**config.mk**
```make
export PLATFORM = sky130hd
export DESIGN_NAME = nnscl_front
export DESIGN_NICKNAME = d
export VERILOG_FILES = /design/src/design/nnscl_pkg.sv /design/src/design/nnscl_front.sv
export SDC_FILE = /design/constraint.sdc
export NUM_CORES = 1
export LEC_CHECK = 0
export BUFFER_PORTS_ARGS = -buffer_cell sky130_fd_sc_hd__buf_2
export CORE_ASPECT_RATIO = 1.25
export CORE_MARGIN = 3
export CORE_UTILIZATION = 35
export CTS_BUF_LIST = sky130_fd_sc_hd__clkbuf_4
export DETAILED_ROUTE_END_ITERATION = 8
export PLACE_DENSITY = 0.65
export SLEW_MARGIN = 30
export SYNTH_ARGS = -nofsm -noshare
export SYNTH_HDL_FRONTEND = slang
export SYNTH_SLANG_ARGS = --single-unit
```
**constraint.sdc**
```tcl
create_clock -name clock -period 5.5 [get_ports clock]
set_input_delay 0.55 -clock clock [delete_from_list [all_inputs] [get_ports clock]]
set_output_delay 0.55 -clock clock [all_outputs]
set_load 0.005 [all_outputs]
```
**src/design/nnscl_pkg.sv**
```systemverilog
// Shared types, constants and helpers of the RGB565 nearest-neighbor scaler.
// No dependencies.
package nnscl_pkg;

   localparam int DIM_W               = 11;
   localparam int MAX_DIMENSION       = 1024;
   localparam int SOURCE_CAPACITY_DEF = 65536;
   localparam int PROD_W              = 2 * DIM_W;
   localparam int DEST_W              = 20;
   localparam int PIX_W               = 16;
   localparam int FRONT_DEPTH         = 4;
   localparam logic [DIM_W-1:0] DIM_RESET = DIM_W'(256);

   typedef enum logic [1:0] {
      CSR_SOURCE_WIDTH  = 2'd0,
      CSR_SOURCE_HEIGHT = 2'd1,
      CSR_TARGET_WIDTH  = 2'd2,
      CSR_TARGET_HEIGHT = 2'd3
   } csr_index_type;

   typedef enum logic {
      OP_LOAD = 1'b0,
      OP_EMIT = 1'b1
   } op_type;

   typedef enum logic [2:0] {
      BK_IDLE,
      BK_MUL,
      BK_START,
      BK_DIV,
      BK_ADDR,
      BK_READ,
      BK_RESULT
   } back_state_type;

   typedef struct packed {
      logic       func;
      logic [7:0] red;
      logic [7:0] green;
      logic [7:0] blue;
   } req_type;

   typedef struct packed {
      logic [DEST_W-1:0] dest_index;
      logic [PIX_W-1:0]  pixel_value;
      logic              last;
   } rsp_type;

   typedef struct packed {
      logic [DIM_W-1:0] sw;
      logic [DIM_W-1:0] sh;
      logic [DIM_W-1:0] tw;
      logic [DIM_W-1:0] th;
   } dims_type;

   typedef struct packed {
      op_type           op;
      logic [PIX_W-1:0] pixel;
   } work_type;

   function automatic logic [DIM_W-1:0] clamp_dim(input logic [DIM_W-1:0] v);
      logic [DIM_W-1:0] r;
      r = v;
      if (v == '0) begin
         r = DIM_W'(1);
      end else if (v > DIM_W'(MAX_DIMENSION)) begin
         r = DIM_W'(MAX_DIMENSION);
      end
      return r;
   endfunction

   function automatic logic [PIX_W-1:0] pack565(input logic [7:0] r, input logic [7:0] g,
                                                input logic [7:0] b);
      return {r[7:3], g[7:2], b[7:3]};
   endfunction

endpackage

```
**src/design/nnscl_front.sv**
```systemverilog
// Front end: input queue that classifies each beat and packs its color to R5G6B5.
// Depends on nnscl_pkg.
module nnscl_front (
   input  logic               clock,
   input  logic               reset,
   input  logic               req_push,
   output logic               req_full,
   input  nnscl_pkg::req_type req_data,
   output logic               work_valid,
   input  logic               work_pop,
   output nnscl_pkg::work_type work
);
   import nnscl_pkg::*;

   localparam int PTR_W = $clog2(FRONT_DEPTH);
   localparam int CNT_W = $clog2(FRONT_DEPTH + 1);

   work_type             entry_ff [FRONT_DEPTH];
   logic [PTR_W-1:0]     wr_ptr_ff, wr_ptr_in;
   logic [PTR_W-1:0]     rd_ptr_ff, rd_ptr_in;
   logic [CNT_W-1:0]     count_ff, count_in;
   logic                 do_push;
   logic                 do_pop;
   work_type             classified;

   assign req_full   = (count_ff == CNT_W'(FRONT_DEPTH));
   assign work_valid = (count_ff != '0);
   assign work       = entry_ff[rd_ptr_ff];
   assign do_push    = req_push && !req_full;
   assign do_pop     = work_pop && work_valid;

   always_comb begin
      classified.op    = op_type'(req_data.func);
      classified.pixel = pack565(req_data.red, req_data.green, req_data.blue);
      wr_ptr_in = do_push ? wr_ptr_ff + 1'b1 : wr_ptr_ff;
      rd_ptr_in = do_pop ? rd_ptr_ff + 1'b1 : rd_ptr_ff;
      count_in  = count_ff;
      if (do_push && !do_pop) begin
         count_in = count_ff + 1'b1;
      end else if (!do_push && do_pop) begin
         count_in = count_ff - 1'b1;
      end
   end

   always_ff @(posedge clock) begin
      if (reset) begin
         wr_ptr_ff <= '0;
         rd_ptr_ff <= '0;
         count_ff  <= '0;
      end else begin
         wr_ptr_ff <= wr_ptr_in;
         rd_ptr_ff <= rd_ptr_in;
         count_ff  <= count_in;
      end
   end

   always_ff @(posedge clock) begin
      if (do_push) begin
         entry_ff[wr_ptr_ff] <= classified;
      end
   end

endmodule

```
# Yosys cells after proc, flatten, opt, wreduce, memory -nomap -nowiden
# Memories as Yosys holds them, arrays and structs flattened. A register that Yosys moved wholly into a read port is not among the register bits.
# Cells that the tools add are included.
[classes] addsub=4 bitwise=0 eq_ne=1 div=0 magnitude_cmp=0 muxes=6 n_reduce_logical=9 n_shift=0 n_mul=0
[op_table] op="3-bit two-way mux" count=2
[op_table] op="2-bit by 1-bit adder with 2-bit output (second input constant)" count=2
[op_table] op="1-bit logical AND" count=4
[op_table] op="2-bit two-way mux" count=2
[op_table] op="3-bit by 1-bit adder with 3-bit output (second input constant)" count=1
[op_table] op="3-bit equality test (second input constant)" count=1
[op_table] op="1-bit logical NOT" count=3
[op_table] op="3-bit nonzero test" count=1
[op_table] op="3-bit by 1-bit subtractor with 3-bit output (second input constant)" count=1
[op_table] op="1-bit two-way mux" count=2
[op_table] op="2-bit nonzero test" count=1
[word_totals] romBits=0 regBits=7 in_bits=29 memories=1 ramBits=68 wordCells=24 latch_bits=0
[mem_list] name="entry_ff" words=4 width=17 read_ports=1 rd_clocked_by_memory_dff=1 write_ports=1 line="nnscl_front.sv:18" text="work_type entry_ff [FRONT_DEPTH];"

# Longest topological paths before layout
[depth] depth_word=7 mapped_depth=8

# Worst setup path before layout
# No wires, ideal clock.
[synth_timing] kind="in2reg" startpoint="input req_push" endpoint="register count_ff[2]" t_required_ps=5430 path_slack_ps=3465 t_arrival_ps=1965 path_stages=8 cell_sequence="inv_1 -> nor2_2 -> ha_1 -> inv_1 -> fa_1 -> xor2_1 -> or3_1 -> a21oi_1"
[synth_via] elab_chain_cells=4
[synth_rtl] element="start, declared" line="nnscl_front.sv:6" text="input logic req_push,"
[synth_rtl] element="1-bit logical AND *" line="nnscl_front.sv:29" text="assign do_push = req_push && !req_full;"
[synth_rtl] element="named net do_push" line="nnscl_front.sv:22" text="logic do_push;"
[synth_rtl] element="1-bit logical NOT" line="nnscl_front.sv:40" text="end else if (!do_push && do_pop) begin"
[synth_rtl] element="1-bit logical AND" line="nnscl_front.sv:40"
[synth_rtl] element="2-bit nonzero test (no line)"
[synth_rtl] element="end signal, assigned" line="nnscl_front.sv:53" text="count_ff <= count_in;"
[synth_rtl] element="end, declared" line="nnscl_front.sv:21" text="logic [CNT_W-1:0] count_ff, count_in;"
# The timed path passes the listed nets; every way through them passes the cells marked *.
# A chain may end at the register's enable or synchronous reset.

==> results.md <==
- Status: completed
- Cell Area, Placed: 3214 µm²
- Slew headroom: 41.50%
- Crit-path slowest cell: dfxtp_1
- Clk pwr share: 23.7%
- Later-pin clock latency in the skew report: 0.41 ns
- Pre-antenna DRT Iters: 4
- Initial Utilization: 36.85%
- Sw Share: 27.11%
- Share of cells above drive strength 1: 39.89%
- Most common flop cell mapped by yosys: edfxtp_1
- CP cell instances: mux4_2 > buf_2
- Critical Path Sink Type: output pin
- Antenna Diode Count: 0
- Asr flop ratio synth: 0%
- CP max FO: 17
- Yosys Warn Count: 0
- Largest net degree at the start of global routing: 18
- Slew Limit Fails: 0
- Full die area: 9536 µm²
- Worst R2R Start: count_ff[0]
- Max cap viols: 0
- Post-CTS resize count: 0
- Final Cell Area: 3356 µm²
- Worst Hold Class: in -> reg
- Setup bufs post-CTS: 0
- Hold_buf cts: 0
- Initial antenna violation count: 1
- DRC: 0
- Via Count: 1355
- Tot GR Track Use: 10.57%
- Leak: 1.150 nW
- Filler cells: 715
- Final setup fails: 0
- Synth Cell Area: 2938 µm²
- Synthesis-to-finish area growth: 14.22%
- EDFF count, synth: 68
- Distinct cells, synth: 22
- Top-count cell post-synth: edfxtp_1
- Pre-CTS WS: 3.229 ns
- Clock skew: 0.01293 ns
- Top-level port count: 48
- Setup_tns: 0 ns
- Worst-path clk slew: 0.12 ns
- Routed WL: 4.633 mm
- Area leader, netlist: edfxtp_1
- Hold_sp: req_data[20]
- Placed Cells: 267
- Part of the power in registers: 53.0%
- Core Footprint: 7973 µm²
- Final critical-path share of the clock period: 43.75%
- Fin cells: 283
- Multi-input gate area: 655.6 µm²
- First-pass GRT wire length: 7.107 mm
- Mapped Nets: 172
- #FFs+latches synth: 77
- Sinks on Clock Net: 77
- Grt ovf: 0
- Mapped Cells: 137
- Average wire per standard cell: 16.37 µm
- Startpoint type of the worst setup path: flop
- Post-synthesis sequential area ratio: 75.64%
- Final HPWL DP: 2.981 mm
- Fmax: 0.4156 GHz
- Routed Antenna Nets: 0
- CTS Root Buffer Type: clkbuf_4
- Die width: 87.95 µm
- Critical Path RT: 4.95 ns
- Chip Height: 108.4 µm
- Synth top area share: 69.51%
- Synth Area per Inst: 21.44 µm²
- CTS tree: yes
- Int Pwr: 1.025 mW
- CP arrival: 1.86 ns
- Fin util: 42.09%
- Largest cells by area after synthesis: edfxtp_1 (70%), mux4_2 (13%), dfxtp_1 (6.1%), ha_1 (2.1%), xor2_1 (1.2%)
- Min Hold Slack: 0.3532 ns
- Clk buf depth: 2
- Worst slew pin tran: 0.8776 ns
- Unrepaired setup endpoints after global routing: no
- Port bufs: 39
- Critical path type: reg -> out
- Drt via density: 4.788
- Pwr Total: 1.406 mW
- P per Cell Area: 419.0 nW/µm²
- Sw Pwr: 0.3812 mW
- Sequential Area: 2222 µm²
- H-Tree Depth: 3
- Peak VDD IR: 0.0002040 V
- Initial DRC count: 71
- Post-route minimum period: 2.406 ns
- CP peak stage delay: 0.89 ns
- Most frequent cells after synthesis: edfxtp_1 (68), mux4_2 (17), dfxtp_1 (9)
- Row cnt: 36
- CTS Buf Count: 9
- Nets@finish: 218
- GPL Wtd Cong: 0.7245
- PnR worst setup slack: 3.094 ns
- Vias in the first global route: 1421
- Comb power frac: 23.3%
- Final hold viol count: 0
## cell families (layout without fill, tap and decap cells)
group | Yosys count | count (layout) | synth area share [%]
fa+ha+maj | 6 | 6 | 2.811
compound gates | 6 | 6 | 1.405
mux | 19 | 19 | 13.71
simple gates | 16 | 16 | 3.194
flops | 77 | 77 | 75.64
buf+inv | 9 | 60 | 2.044
xor+xnor | 4 | 4 | 1.192
## state kept, by name, summed over array words and instances (netlist names), named ones only
signal     flops
rd_ptr_ff      2
count_ff       3
entry_ff      68
wr_ptr_ff      2
## placed cells by master (no fill, tap or decap), types with 4 or more instances in the layout
cell      count
xor2_1        4
and2_1        4
inv_1         4
buf_2        39
ha_1          5
clkbuf_4      9
dfxtp_1       9
nor2_1        5
mux4_2       17
edfxtp_1     68
## worst max-delay path, delay by kind of cell (launching register included)
family / cells / cell delay, ns
flops: 1 / 0.89
mux: 1 / 0.42
buf+inv: 1 / 0.14
## final cells by class
| class | instances | share of cell area, % |
|---|---|---|
| inverters | 4 | 0.4474 |
| repair buffers | 40 | 6.040 |
| multi-input cells | 51 | 19.54 |
| clock buffers | 9 | 2.013 |
| well taps | 95 | 3.542 |
| clock inverters | 7 | 2.200 |
| flip-flops and latches | 77 | 66.22 |
## per-layer routing
layer	vias up	global-route usage [%]	routed length [µm]
li1	639	-	-
met1	664	12.08	1895
met2	40	17.24	2292
met3	10	3.963	330
met4	2	5.263	105
met5	-	0	9
## power by group through the flow
| stage | clock, mW | combinational [mW] | sequential, mW |
|---|---|---|---|
| final | 0.333 | 0.328 | 0.745 |
| after global routing | 0.368 | 0.372 | 0.753 |
| after CTS | 0.344 | 0.340 | 0.747 |
| after detailed placement | 0 | 0.339 | 0.761 |
| after global placement | 0 | 0.338 | 0.757 |
| after floorplan | 0 | 0.252 | 0.742 |
## worst paths after layout
kind	end	slack [ns]	cells after the start
worst min-delay path	entry_ff[2][12]	0.35	1
worst max-delay path	work[13]	3.09	2
worst min register to register	wr_ptr_ff[1]	0.51	2
worst max register to register	count_ff[2]	3.33	8
Power figures use the tool's default switching activity.
